File: src/rtl/swdc_pkg.sv
`default_nettype none

package swdc_pkg;

   // Sample path widths
   localparam int SAMPLE_BITS = 10;
   localparam int SUM_W       = SAMPLE_BITS + 2;
   localparam int PROD_W      = 2 * SUM_W;

   // Divide by three as a multiply by ceil(2^RECIP_SHIFT / 3), exact for SUM_W-bit sums
   localparam int RECIP_SHIFT = SUM_W + 1;
   localparam logic [SUM_W-1:0] RECIP = SUM_W'(((2 ** RECIP_SHIFT) + 2) / 3);

   // Register widths
   localparam int THRESH_W    = 10;
   localparam int SPACING_W   = 8;
   localparam int HEARTBEAT_W = 16;
   localparam int CHECKS_W    = 4;
   localparam int CSR_DATA_W  = 16;
   localparam int CSR_INDEX_W = 3;
   localparam int CMP_W       = (SAMPLE_BITS > THRESH_W) ? SAMPLE_BITS : THRESH_W;

   // Register indexes
   localparam logic [CSR_INDEX_W-1:0] CSR_AWAKE_THRESHOLD  = 3'd0;
   localparam logic [CSR_INDEX_W-1:0] CSR_CONFIG_THRESHOLD = 3'd1;
   localparam logic [CSR_INDEX_W-1:0] CSR_CONFIG_SPACING   = 3'd2;
   localparam logic [CSR_INDEX_W-1:0] CSR_VALUE_SPACING    = 3'd3;
   localparam logic [CSR_INDEX_W-1:0] CSR_HEARTBEAT_TICKS  = 3'd4;
   localparam logic [CSR_INDEX_W-1:0] CSR_CHECK_COUNT      = 3'd5;

   // Register reset values
   localparam logic [THRESH_W-1:0]    AWAKE_THRESHOLD_RST  = 10'd380;
   localparam logic [THRESH_W-1:0]    CONFIG_THRESHOLD_RST = 10'd920;
   localparam logic [SPACING_W-1:0]   CONFIG_SPACING_RST   = 8'd1;
   localparam logic [SPACING_W-1:0]   VALUE_SPACING_RST    = 8'd3;
   localparam logic [HEARTBEAT_W-1:0] HEARTBEAT_TICKS_RST  = 16'd28800;
   localparam logic [CHECKS_W-1:0]    CHECK_COUNT_RST      = 4'd10;

   localparam logic [HEARTBEAT_W-1:0] HEARTBEAT_MAX = '1;

   // Wake reason codes
   localparam logic [1:0] REASON_HEARTBEAT = 2'd0;
   localparam logic [1:0] REASON_CONFIG    = 2'd1;
   localparam logic [1:0] REASON_VALUE     = 2'd2;

endpackage

`default_nettype wire

File: src/rtl/sensor_wake_debounce_controller_core.sv
// Sensor wake debounce controller.
// One request per sensor tick carries three ADC samples (req_sample_a/b/c) on a
// valid/stall channel; the block averages them, runs the heartbeat counter and the
// config/value debounce sequencer, and returns one response per request on the
// rsp_ channel: wake pulse, wake reason, expected level and sticky config flag.
// Registers are written through csr_write_enable/csr_index/csr_write_data; the user
// must write them only while no request is in flight, as the block does not enforce it.
// Path: a request accepted into the input register has its response loaded into the
// result register when that register advances, and it is offered from then on.
// Throughput: one request per cycle while not stalled; the average, the debounce
// step and the state update all fit in one pass between input and result registers.
// Stall: when rsp_stall holds a full result register, the input register holds its
// request and req_stall rises once the input register is full too; nothing is lost.
// Reset (synchronous, active high) empties both registers, restores the register
// defaults, returns the sequencer to idle with expected level high, heartbeat count
// zero and config flag clear.
`default_nettype none

module sensor_wake_debounce_controller_core (
   input  wire logic                                clock,
   input  wire logic                                reset,
   // request channel
   input  wire logic                                req_valid,
   output logic                                     req_stall,
   input  wire logic [swdc_pkg::SAMPLE_BITS-1:0]    req_sample_a,
   input  wire logic [swdc_pkg::SAMPLE_BITS-1:0]    req_sample_b,
   input  wire logic [swdc_pkg::SAMPLE_BITS-1:0]    req_sample_c,
   // response channel
   output logic                                     rsp_valid,
   input  wire logic                                rsp_stall,
   output logic                                     rsp_wake,
   output logic [1:0]                               rsp_wake_reason,
   output logic                                     rsp_expected_level,
   output logic                                     rsp_config_flag,
   // register write port
   input  wire logic                                csr_write_enable,
   input  wire logic [swdc_pkg::CSR_INDEX_W-1:0]    csr_index,
   input  wire logic [swdc_pkg::CSR_DATA_W-1:0]     csr_write_data
);

   typedef enum logic [1:0] {
      MODE_IDLE,
      MODE_CONFIG,
      MODE_VALUE
   } mode_type;

   // Configuration registers
   logic [swdc_pkg::THRESH_W-1:0]    awake_threshold_ff;
   logic [swdc_pkg::THRESH_W-1:0]    config_threshold_ff;
   logic [swdc_pkg::SPACING_W-1:0]   config_spacing_ff;
   logic [swdc_pkg::SPACING_W-1:0]   value_spacing_ff;
   logic [swdc_pkg::HEARTBEAT_W-1:0] heartbeat_ticks_ff;
   logic [swdc_pkg::CHECKS_W-1:0]    check_count_ff;

   // Input register
   logic                             in_valid_ff;
   logic [swdc_pkg::SAMPLE_BITS-1:0] in_sample_a_ff;
   logic [swdc_pkg::SAMPLE_BITS-1:0] in_sample_b_ff;
   logic [swdc_pkg::SAMPLE_BITS-1:0] in_sample_c_ff;

   // Sequencer state
   mode_type                         mode_ff, mode_in;
   logic [swdc_pkg::CHECKS_W-1:0]    checks_done_ff, checks_done_in;
   logic [swdc_pkg::SPACING_W-1:0]   spacing_count_ff, spacing_count_in;
   logic [swdc_pkg::HEARTBEAT_W-1:0] heartbeat_count_ff, heartbeat_count_in;
   logic                             level_expected_ff, level_expected_in;
   logic                             config_set_ff, config_set_in;

   // Result register
   logic                             rsp_valid_ff;
   logic                             rsp_wake_ff, wake_in;
   logic [1:0]                       rsp_wake_reason_ff, reason_in;

   // Datapath
   logic                             advance;
   logic                             load;
   logic [swdc_pkg::SUM_W-1:0]       sum;
   logic [swdc_pkg::PROD_W-1:0]      prod;
   logic [swdc_pkg::SAMPLE_BITS-1:0] avg;
   logic [swdc_pkg::CMP_W-1:0]       avg_ext;
   logic                             config_hit;
   logic                             level_bit;
   logic                             value_hit;
   logic [swdc_pkg::SPACING_W-1:0]   spacing;
   logic [swdc_pkg::SPACING_W-1:0]   spacing_next;
   logic [swdc_pkg::CHECKS_W-1:0]    checks_next;
   logic                             check_pass;

   // Result register frees up when empty or when its response leaves this edge
   assign advance   = !rsp_valid_ff || !rsp_stall;
   assign load      = in_valid_ff && advance;
   assign req_stall = in_valid_ff && !advance;

   assign rsp_valid          = rsp_valid_ff;
   assign rsp_wake           = rsp_wake_ff;
   assign rsp_wake_reason    = rsp_wake_reason_ff;
   assign rsp_expected_level = level_expected_ff;
   assign rsp_config_flag    = config_set_ff;

   // Register writes; index beyond the list is dropped
   always_ff @(posedge clock) begin
      if (reset) begin
         awake_threshold_ff  <= swdc_pkg::AWAKE_THRESHOLD_RST;
         config_threshold_ff <= swdc_pkg::CONFIG_THRESHOLD_RST;
         config_spacing_ff   <= swdc_pkg::CONFIG_SPACING_RST;
         value_spacing_ff    <= swdc_pkg::VALUE_SPACING_RST;
         heartbeat_ticks_ff  <= swdc_pkg::HEARTBEAT_TICKS_RST;
         check_count_ff      <= swdc_pkg::CHECK_COUNT_RST;
      end else if (csr_write_enable) begin
         case (csr_index)
            swdc_pkg::CSR_AWAKE_THRESHOLD:
               awake_threshold_ff <= csr_write_data[swdc_pkg::THRESH_W-1:0];
            swdc_pkg::CSR_CONFIG_THRESHOLD:
               config_threshold_ff <= csr_write_data[swdc_pkg::THRESH_W-1:0];
            swdc_pkg::CSR_CONFIG_SPACING:
               config_spacing_ff <= csr_write_data[swdc_pkg::SPACING_W-1:0];
            swdc_pkg::CSR_VALUE_SPACING:
               value_spacing_ff <= csr_write_data[swdc_pkg::SPACING_W-1:0];
            swdc_pkg::CSR_HEARTBEAT_TICKS:
               heartbeat_ticks_ff <= csr_write_data[swdc_pkg::HEARTBEAT_W-1:0];
            swdc_pkg::CSR_CHECK_COUNT:
               check_count_ff <= csr_write_data[swdc_pkg::CHECKS_W-1:0];
            default: ;
         endcase
      end
   end

   // Input register: take a new request whenever it is empty or draining
   always_ff @(posedge clock) begin
      if (reset) begin
         in_valid_ff <= 1'b0;
      end else if (!req_stall) begin
         in_valid_ff <= req_valid;
      end
   end

   always_ff @(posedge clock) begin
      if (req_valid && !req_stall) begin
         in_sample_a_ff <= req_sample_a;
         in_sample_b_ff <= req_sample_b;
         in_sample_c_ff <= req_sample_c;
      end
   end

   // Average: sum of three, then divide by three through a reciprocal multiply
   always_comb begin
      sum     = swdc_pkg::SUM_W'(in_sample_a_ff) + swdc_pkg::SUM_W'(in_sample_b_ff)
              + swdc_pkg::SUM_W'(in_sample_c_ff);
      prod    = swdc_pkg::PROD_W'(sum) * swdc_pkg::PROD_W'(swdc_pkg::RECIP);
      avg     = prod[swdc_pkg::RECIP_SHIFT +: swdc_pkg::SAMPLE_BITS];
      avg_ext = swdc_pkg::CMP_W'(avg);
      config_hit = avg_ext >= swdc_pkg::CMP_W'(config_threshold_ff);
      level_bit  = avg_ext >= swdc_pkg::CMP_W'(awake_threshold_ff);
      value_hit  = !config_hit && (level_bit == level_expected_ff);
   end

   // Sequencer step for the request in the input register
   always_comb begin
      mode_in            = mode_ff;
      checks_done_in     = checks_done_ff;
      spacing_count_in   = spacing_count_ff;
      heartbeat_count_in = heartbeat_count_ff;
      level_expected_in  = level_expected_ff;
      config_set_in      = config_set_ff;
      wake_in            = 1'b0;
      reason_in          = swdc_pkg::REASON_HEARTBEAT;

      spacing      = (mode_ff == MODE_CONFIG) ? config_spacing_ff : value_spacing_ff;
      if (spacing == '0) begin
         spacing = swdc_pkg::SPACING_W'(1);
      end
      spacing_next = spacing_count_ff + swdc_pkg::SPACING_W'(1);
      checks_next  = checks_done_ff + swdc_pkg::CHECKS_W'(1);
      check_pass   = (mode_ff == MODE_CONFIG) ? config_hit : value_hit;

      case (mode_ff)
         MODE_CONFIG, MODE_VALUE: begin
            spacing_count_in = spacing_next;
            if (spacing_next >= spacing) begin
               spacing_count_in = '0;
               if (!check_pass) begin
                  // failed check: drop the debounce without a wake
                  mode_in        = MODE_IDLE;
                  checks_done_in = '0;
               end else if (checks_next >= check_count_ff) begin
                  wake_in = 1'b1;
                  if (mode_ff == MODE_CONFIG) begin
                     reason_in     = swdc_pkg::REASON_CONFIG;
                     config_set_in = 1'b1;
                  end else begin
                     reason_in         = swdc_pkg::REASON_VALUE;
                     level_expected_in = !level_expected_ff;
                  end
                  heartbeat_count_in = '0;
                  mode_in            = MODE_IDLE;
                  checks_done_in     = '0;
               end else begin
                  checks_done_in = checks_next;
               end
            end
         end
         default: begin
            mode_in = MODE_IDLE;
            if (heartbeat_count_ff >= heartbeat_ticks_ff) begin
               wake_in            = 1'b1;
               heartbeat_count_in = '0;
            end else if (config_hit) begin
               mode_in          = MODE_CONFIG;
               checks_done_in   = '0;
               spacing_count_in = '0;
            end else if (value_hit) begin
               mode_in          = MODE_VALUE;
               checks_done_in   = '0;
               spacing_count_in = '0;
            end else if (heartbeat_count_ff != swdc_pkg::HEARTBEAT_MAX) begin
               heartbeat_count_in = heartbeat_count_ff + swdc_pkg::HEARTBEAT_W'(1);
            end
         end
      endcase
   end

   // State and result register advance together
   always_ff @(posedge clock) begin
      if (reset) begin
         mode_ff            <= MODE_IDLE;
         checks_done_ff     <= '0;
         spacing_count_ff   <= '0;
         heartbeat_count_ff <= '0;
         level_expected_ff  <= 1'b1;
         config_set_ff      <= 1'b0;
         rsp_valid_ff       <= 1'b0;
         rsp_wake_ff        <= 1'b0;
         rsp_wake_reason_ff <= swdc_pkg::REASON_HEARTBEAT;
      end else if (advance) begin
         rsp_valid_ff <= in_valid_ff;
         if (in_valid_ff) begin
            mode_ff            <= mode_in;
            checks_done_ff     <= checks_done_in;
            spacing_count_ff   <= spacing_count_in;
            heartbeat_count_ff <= heartbeat_count_in;
            level_expected_ff  <= level_expected_in;
            config_set_ff      <= config_set_in;
            rsp_wake_ff        <= wake_in;
            rsp_wake_reason_ff <= reason_in;
         end
      end
   end

   // Input side backs up only behind a full input register
   assert property (@(posedge clock) disable iff (reset) req_stall |-> in_valid_ff)
      else $error("request stalled with empty input register");

   // Expected level flips only together with a value wake
   assert property (@(posedge clock) disable iff (reset)
      (!$past(reset) && level_expected_ff != $past(level_expected_ff))
         |-> (rsp_valid_ff && rsp_wake_ff && rsp_wake_reason_ff == swdc_pkg::REASON_VALUE))
      else $error("expected level changed without a value wake");

   // Config flag is sticky
   assert property (@(posedge clock) disable iff (reset)
      (!$past(reset) && $past(config_set_ff)) |-> config_set_ff)
      else $error("config flag cleared outside reset");

   // Every wake clears the heartbeat counter
   assert property (@(posedge clock) disable iff (reset)
      (!$past(reset) && $past(load) && $past(wake_in)) |-> (heartbeat_count_ff == '0))
      else $error("heartbeat count not cleared by wake");

   // Response holds while stalled
   assert property (@(posedge clock) disable iff (reset)
      (!$past(reset) && $past(rsp_valid_ff) && $past(rsp_stall))
         |-> (rsp_valid_ff && $stable(rsp_wake_ff) && $stable(rsp_wake_reason_ff)))
      else $error("stalled response changed");

endmodule

`default_nettype wire
File: config.mk
export PLATFORM = sky130hd
export DESIGN_NAME = sensor_wake_debounce_controller_core
export DESIGN_NICKNAME = d
export VERILOG_FILES = /design/src/rtl/swdc_pkg.sv /design/src/rtl/sensor_wake_debounce_controller_core.sv
export SDC_FILE = /design/constraint.sdc
export NUM_CORES = 1
export LEC_CHECK = 0
export ABC_AREA = 1
export BUFFER_PORTS_ARGS = -buffer_cell sky130_fd_sc_hd__buf_2
export CAP_MARGIN = 0
export CORE_AREA = 2 2 127 129
export CTS_BUF_LIST = sky130_fd_sc_hd__clkbuf_16
export DETAILED_ROUTE_END_ITERATION = 8
export DIE_AREA = 0 0 129 131
export PLACE_DENSITY = 0.91
export SETUP_SLACK_MARGIN = 0.02
export SLEW_MARGIN = 20
export SYNTH_ARGS = -nofsm -noshare
export SYNTH_HDL_FRONTEND = slang
export SYNTH_SLANG_ARGS = --single-unit
File: constraint.sdc
create_clock -name clock -period 9.5 [get_ports clock]
set_clock_uncertainty 0.15 [all_clocks]
set_input_delay 1.9 -clock clock [delete_from_list [all_inputs] [get_ports clock]]
set_output_delay 1.9 -clock clock [all_outputs]
set_load 0.02 [all_outputs]
Word level (Yosys, flattened, before mapping)
Index checks and enable logic that the tools add are counted.
Storage, ports and cells
  bits in registers: 123
  bits of input ports: 54
  output and inout bits: 7
  logic and storage cells: 115
Cells by class
  $add $sub $neg: 5
  multipliers: 1
  magnitude comparators: 5
  equality and inequality tests: 16
  muxes and demuxes: 40
  bitwise gates (word level): 1
  reductions and logical operators: 28
Operators with widths (number)
  $mux 16: 8
  $mux 8: 7
  $mux 4: 7
  $mux 2: 12
  $mul 12x12->23 const B: 1
  $ge 10x10->1: 2
  $add 16x1->16 const B: 1
  $ge 16x16->1: 1
  $ne 16x16->1 const B: 1
  $reduce_and 2->1: 7
  $reduce_and 7->1: 2
  $add 11x10->12: 1
  $add 10x10->11: 1
  $add 8x1->8 const B: 1
  $ge 8x8->1: 1
  $logic_not 8->1: 1
  $reduce_and 4->1: 2
  $reduce_and 8->1: 1
  $eq 3x2->1 const B: 2
  $eq 3x3->1 const B: 2
  $logic_not 1->1: 6
  $mux 1: 6
  $ne 2x2->1 const B: 3
  $ne 3x1->1 const B: 2
  15 further kinds: 18

Depth between registers and ports, before layout
  word-level depth: 10
  mapped depth: 49
  depth with buffers taken out: 49

Worst setup path after synthesis
No wires, ideal clock.
  path type: register to register
  from: register in_sample_a_ff[5] (netlist bit)
  to: register heartbeat_count_ff[11] (netlist bit)
  setup time: 0.113 ns
  data arrival time: 7.357 ns
  required time: 9.237 ns
  setup slack: 1.880 ns
  cell stages (with the launch flop): 43
  clock period less this slack: 7.620 ns
  cell sequence: edfxtp_1 > fa_1 > ha_1 > inv_1 > nor3_1 > nand2_1 > nand3_1 > nand2_1 > nand2_1 > a21oi_1 > nor2_1 > o21ai_0 > nand2_1 > nand2_1 > nand2_1 > ha_1 > ha_1 > fa_1 > [... 7 more ...] > nand2_1 > o21ai_0 > nand2_1 > a21oi_1 > xnor2_1 > ha_1 > a21o_1 > nor2_1 > nand4_1 > nand2_1 > nand3_1 > nand3_1 > nand2_4 > nor2_4 > buf_6 > nand2_1 > nand2_1 > nor2_1
Between the ends
  longest elaborated chain between the ends: 9
  elaborated cells between the ends (all ways): 13
  classes of those cells: add/sub (2); mul (1); order compare (2); eq/ne (4); mux (1); reduce/logical (3)
Ends and longest elaborated chain
  start, declared: RTL line sensor_wake_debounce_controller_core.sv:57  | logic [swdc_pkg::SAMPLE_BITS-1:0] in_sample_a_ff;
  start signal, assigned: RTL line sensor_wake_debounce_controller_core.sv:139  | in_sample_a_ff <= req_sample_a;
  $add 10x10->11 *: RTL line sensor_wake_debounce_controller_core.sv:147  | sum = swdc_pkg::SUM_W'(in_sample_a_ff) + swdc_pkg::SUM_W'(in_sample_b_ff)
  $add 11x10->12 *: RTL line sensor_wake_debounce_controller_core.sv:148  | + swdc_pkg::SUM_W'(in_sample_c_ff);
  $mul 12x12->23 *: RTL line sensor_wake_debounce_controller_core.sv:149  | prod = swdc_pkg::PROD_W'(sum) * swdc_pkg::PROD_W'(swdc_pkg::RECIP);
  $ge 10x10->1, on equally long branches: RTL line sensor_wake_debounce_controller_core.sv:153, sensor_wake_debounce_controller_core.sv:152
  $eq 1x1->1 / $logic_not 1->1 (equally long branches): RTL line sensor_wake_debounce_controller_core.sv:154  | value_hit = !config_hit && (level_bit == level_expected_ff);
  $logic_and 1x1->1: RTL line sensor_wake_debounce_controller_core.sv:154
  $mux 1: RTL line sensor_wake_debounce_controller_core.sv:174  | check_pass = (mode_ff == MODE_CONFIG) ? config_hit : value_hit;
  $ne 2x2->1 (no line)
  $reduce_and 8->1 (no line) *
  end signal, assigned: RTL line sensor_wake_debounce_controller_core.sv:240  | heartbeat_count_ff <= heartbeat_count_in;
  end, declared: RTL line sensor_wake_debounce_controller_core.sv:65  | logic [swdc_pkg::HEARTBEAT_W-1:0] heartbeat_count_ff, heartbeat_count_in;
Every way passes the cells marked *; elsewhere a longest branch is shown, timed or not.
A chain may end at the register's enable or synchronous reset.

Worst setup path after layout
  from: register in_sample_b_ff[5] (netlist bit)
  to: register heartbeat_count_ff[3] (netlist bit)
Between the ends
  longest elaborated chain between the ends: 9
  elaborated cells between the ends (all ways): 13
  classes of those cells: add/sub (2); mul (1); order compare (2); eq/ne (4); mux (1); reduce/logical (3)
Ends and longest elaborated chain
  start, declared: RTL line sensor_wake_debounce_controller_core.sv:58  | logic [swdc_pkg::SAMPLE_BITS-1:0] in_sample_b_ff;
  start signal, assigned: RTL line sensor_wake_debounce_controller_core.sv:140  | in_sample_b_ff <= req_sample_b;
  $add 10x10->11 *: RTL line sensor_wake_debounce_controller_core.sv:147
  $add 11x10->12 *: RTL line sensor_wake_debounce_controller_core.sv:148
  $mul 12x12->23 *: RTL line sensor_wake_debounce_controller_core.sv:149
  $ge 10x10->1, on equally long branches: RTL line sensor_wake_debounce_controller_core.sv:153, sensor_wake_debounce_controller_core.sv:152
  $eq 1x1->1 / $logic_not 1->1 (equally long branches): RTL line sensor_wake_debounce_controller_core.sv:154
  $logic_and 1x1->1: RTL line sensor_wake_debounce_controller_core.sv:154
  $mux 1: RTL line sensor_wake_debounce_controller_core.sv:174
  $ne 2x2->1 (no line)
  $reduce_and 8->1 (no line) *
Marks and branches as above.

==> impl_metrics.py <==
metrics = {
    "outcome": {
        "outcome": "finished clean",
    },
    "clock_tree": {
        "cts_tree": "built",
        "cts_root_buf": "clkbuf_16",
        "ctsHtreeMaxLevel": 4,
        "holdBufCountCts": 0,
        "clk_pin_slew_worst_paths_ns": 0.06,
        "clock-sinks": 123,
        "cts_buffers": 17,
        "clock_latency_ns": 0.42,
        "clk_path_buf_depth": 2,
    },
    "setup_path": {
        "critPathKind": "reg -> reg",
        "critPathMaxStageDelay_ns": 0.55,
        "critPathArrivalTime_ns": 9.14,
        "rrSetupSlack_ns": 0.51,
        "start_kind": "flip-flop",
        "slowest_stage": "fa_1",
        "path_common_cell": "nand2_1",
        "crit_path_end_kind": "flip-flop",
        "crit_required_ns": 9.65,
        "critical_path.max_fanout": 18,
    },
    "hold_path": {
        "hold_path.class": "reg -> reg",
    },
    "synthesis": {
        "ys_warn_count": 0,
        "yosysTopAreaCell": "dfxtp_1",
        "muxShareOfSynthArea_pct": 0.2110,
        "synth_cell_type_count": 39,
        "synth_top_family_by_area": "adder cells",
        "synth-simple-area-share_pct": 18.31,
        "synth_seq_cells": 123,
        "synthAdderAreaFrac_pct": 27.51,
        "syn_area_um2": 9487,
        "syn_inst": 1191,
        "synthXorXnorAreaFrac_pct": 3.759,
        "ys_seq_area_share_pct": 29.12,
        "synth_nets": 1426,
        "avgSynthCellArea_um2": 7.965,
        "synth_edf_count": 30,
        "synth_compound_area_share_pct": 11.70,
        "synth_top_area_share_pct": 19.63,
        "postSynth.asyncResetShare_pct": 0,
        "synth_ff_type": "dfxtp_1",
        "synth.top_cells.by_area": "dfxtp_1 20%, ha_1 18%, fa_1 9.7%",
    },
    "floorplanning": {
        "coreArea_um2": 15600,
        "die_h_um": 131,
        "start_util_pct": 60.82,
        "die_w_um": 129,
        "rows": 46,
        "ios": 61,
        "dieArea_um2": 16900,
    },
    "final_layout": {
        "fill_cells": 1165,
        "regArea_um2": 2763,
        "final_cell_area_um2": 10540,
        "drive_gt1_share_pct": 8.789,
        "utilization_pct": 67.57,
        "area_growth_pct": 11.09,
        "diodes": 0,
        "multi_input_area_um2": 5844,
        "num-nets-final": 1485,
    },
    "sta": {
        "fin_ws_ns": 0.5080,
        "grt_setup_unrepaired": "no",
        "worst_slew_pin_slew_ns": 1.013,
        "final.min_clock_period_ns": 8.992,
        "hold_viol": 0,
        "period_share_pct": 94.65,
        "setup_viol": 0,
        "fin_tns_setup_ns": 0,
        "slew_viol_final": 0,
        "clock.fmax_mhz": 111.2,
        "relSlewSlack_pct": 32.03,
    },
    "placement": {
        "dpl_worst_slack_ns": 0.5070,
        "globalplace.congestion": 0.8820,
        "dp_hpwl_um": 17400,
        "io_buffers": 60,
        "placed_area_um2": 9962,
    },
    "detailed_routing": {
        "first_pass_iters": 8,
        "routed.top_layer": "met4",
        "drc": 0,
        "ant_nets": 0,
        "drt_iter0_drc": 633,
        "drt-total-wl_um": 23290,
        "wl_met3_um": 1411,
        "viasPerCell": 5.652,
        "vias": 8359,
        "wl_per_cell_um": 15.75,
        "wl_met1_um": 8919,
        "dr_wl_met2_um": 11820,
    },
    "global_routing": {
        "track_usage_pct": 28.39,
        "grt_pass1_wl_um": 38120,
        "grt_max_degree": 75,
        "grt-ovfl-total": 0,
        "grt_pass1_vias": 8595,
        "antenna_found_initial": 0,
    },
    "flow_run": {
        "maxCapViolations": 0,
    },
}
## worst max-delay path, delay by kind of cell (launching register included)
kind	cells	cell delay, ns
compound gates	5	1.16
buf+inv	5	0.60
simple gates	22	2.60
fa+ha+maj	9	3.71
xor+xnor	1	0.18
flops	1	0.42
## registers in the layout, indices dropped and copies added (netlist names), 2 cells and up
signal / flops
config_spacing_ff: 8
config_threshold_ff: 10
checks_done_ff: 4
check_count_ff: 4
in_sample_b_ff: 10
awake_threshold_ff: 10
value_spacing_ff: 8
in_sample_a_ff: 10
spacing_count_ff: 8
heartbeat_ticks_ff: 16
in_sample_c_ff: 10
rsp_wake_reason: 2
heartbeat_count_ff: 16
mode_ff: 2
## synthesized netlist by cell type (3+ instances only)
library cell / instances
a21o_1: 8
a21oi_1: 80
buf_2: 4
clkbuf_1: 15
dfxtp_1: 93
edfxtp_1: 30
fa_1: 46
ha_1: 135
inv_1: 210
nand2_1: 195
nand3_1: 42
nand3b_1: 3
nand4_1: 15
nor2_1: 132
nor3_1: 16
o211ai_1: 20
o21ai_0: 77
o21bai_1: 6
xnor2_1: 8
xor2_1: 29
## metal layers
| layer | vias up | global-route usage, % |
|---|---|---|
| met5 | - | 0 |
| met4 | 0 | 17.07 |
| met3 | 118 | 6.067 |
| met2 | 360 | 51.07 |
| met1 | 3885 | 30.81 |
| li1 | 3996 | - |
## cell usage in the layout, fill, tap and decap left out, types with 3 or more instances in the layout
cell,count
xnor2_1,8
clkinv_2,5
a21o_1,8
buf_2,60
ha_1,135
a21oi_1,79
nand2_1,195
nor3_1,16
nand3_2,3
clkbuf_16,18
inv_6,3
nand3b_1,3
o21ai_0,76
nand4_1,15
nor2_1,131
o211ai_1,20
dfxtp_1,93
xor2_1,29
nand3_1,41
o21bai_1,6
inv_1,208
fa_1,46
edfxtp_1,30
clkinvlp_4,3
clkinv_1,3
## kinds of logic (layout without fill, tap and decap cells)
family                   Yosys count  in the layout
AND/OR/NAND/NOR                  414            414
buffers and inverters            232            304
AO/OA/AOI/OAI                    200            200
adder cells (fa/ha/maj)          181            181
flip-flops                       123            123
XOR/XNOR                          39             39
multiplexers                       2              2
## through the flow
step / cells / hold slack (ns)
floorplan: 1191 / 0.2782
global placement: 1446 / 0.2919
detailed placement: 1446 / 0.2993
CTS: 1478 / 0.3085
global route: 1479 / 0.3256
finish: 1479 / 0.3109
## layout make-up
type,count,area share [%]
multi-input cells,836,55.46
flip-flops and latches,123,26.21
inverters,210,7.479
clock buffers,18,4.274
repair buffers,62,3.111
well taps,216,2.564
clock inverters,14,0.9023
## worst paths after layout
path | start | endpoint | cells after the start
hold reg to reg | value_spacing_ff[7]$_SDFFE_PP0P_ | value_spacing_ff[7]$_SDFFE_PP0P_ | 2
hold / removal | value_spacing_ff[7]$_SDFFE_PP0P_ | value_spacing_ff[7]$_SDFFE_PP0P_ | 2
setup / recovery | in_sample_b_ff[5]$_DFFE_PP_ | heartbeat_count_ff[3]$_SDFFE_PP0P_ | 42
setup reg to reg | in_sample_b_ff[5]$_DFFE_PP_ | heartbeat_count_ff[3]$_SDFFE_PP0P_ | 42
## timing repair
action,in CTS,in global routing
endpoints found under the setup margin,0,28
gates resized for setup,0,4
setup buffers,0,1
Power is not shown: default switching activity piles up to over one toggle a cycle in this logic, so the estimate is an artifact.
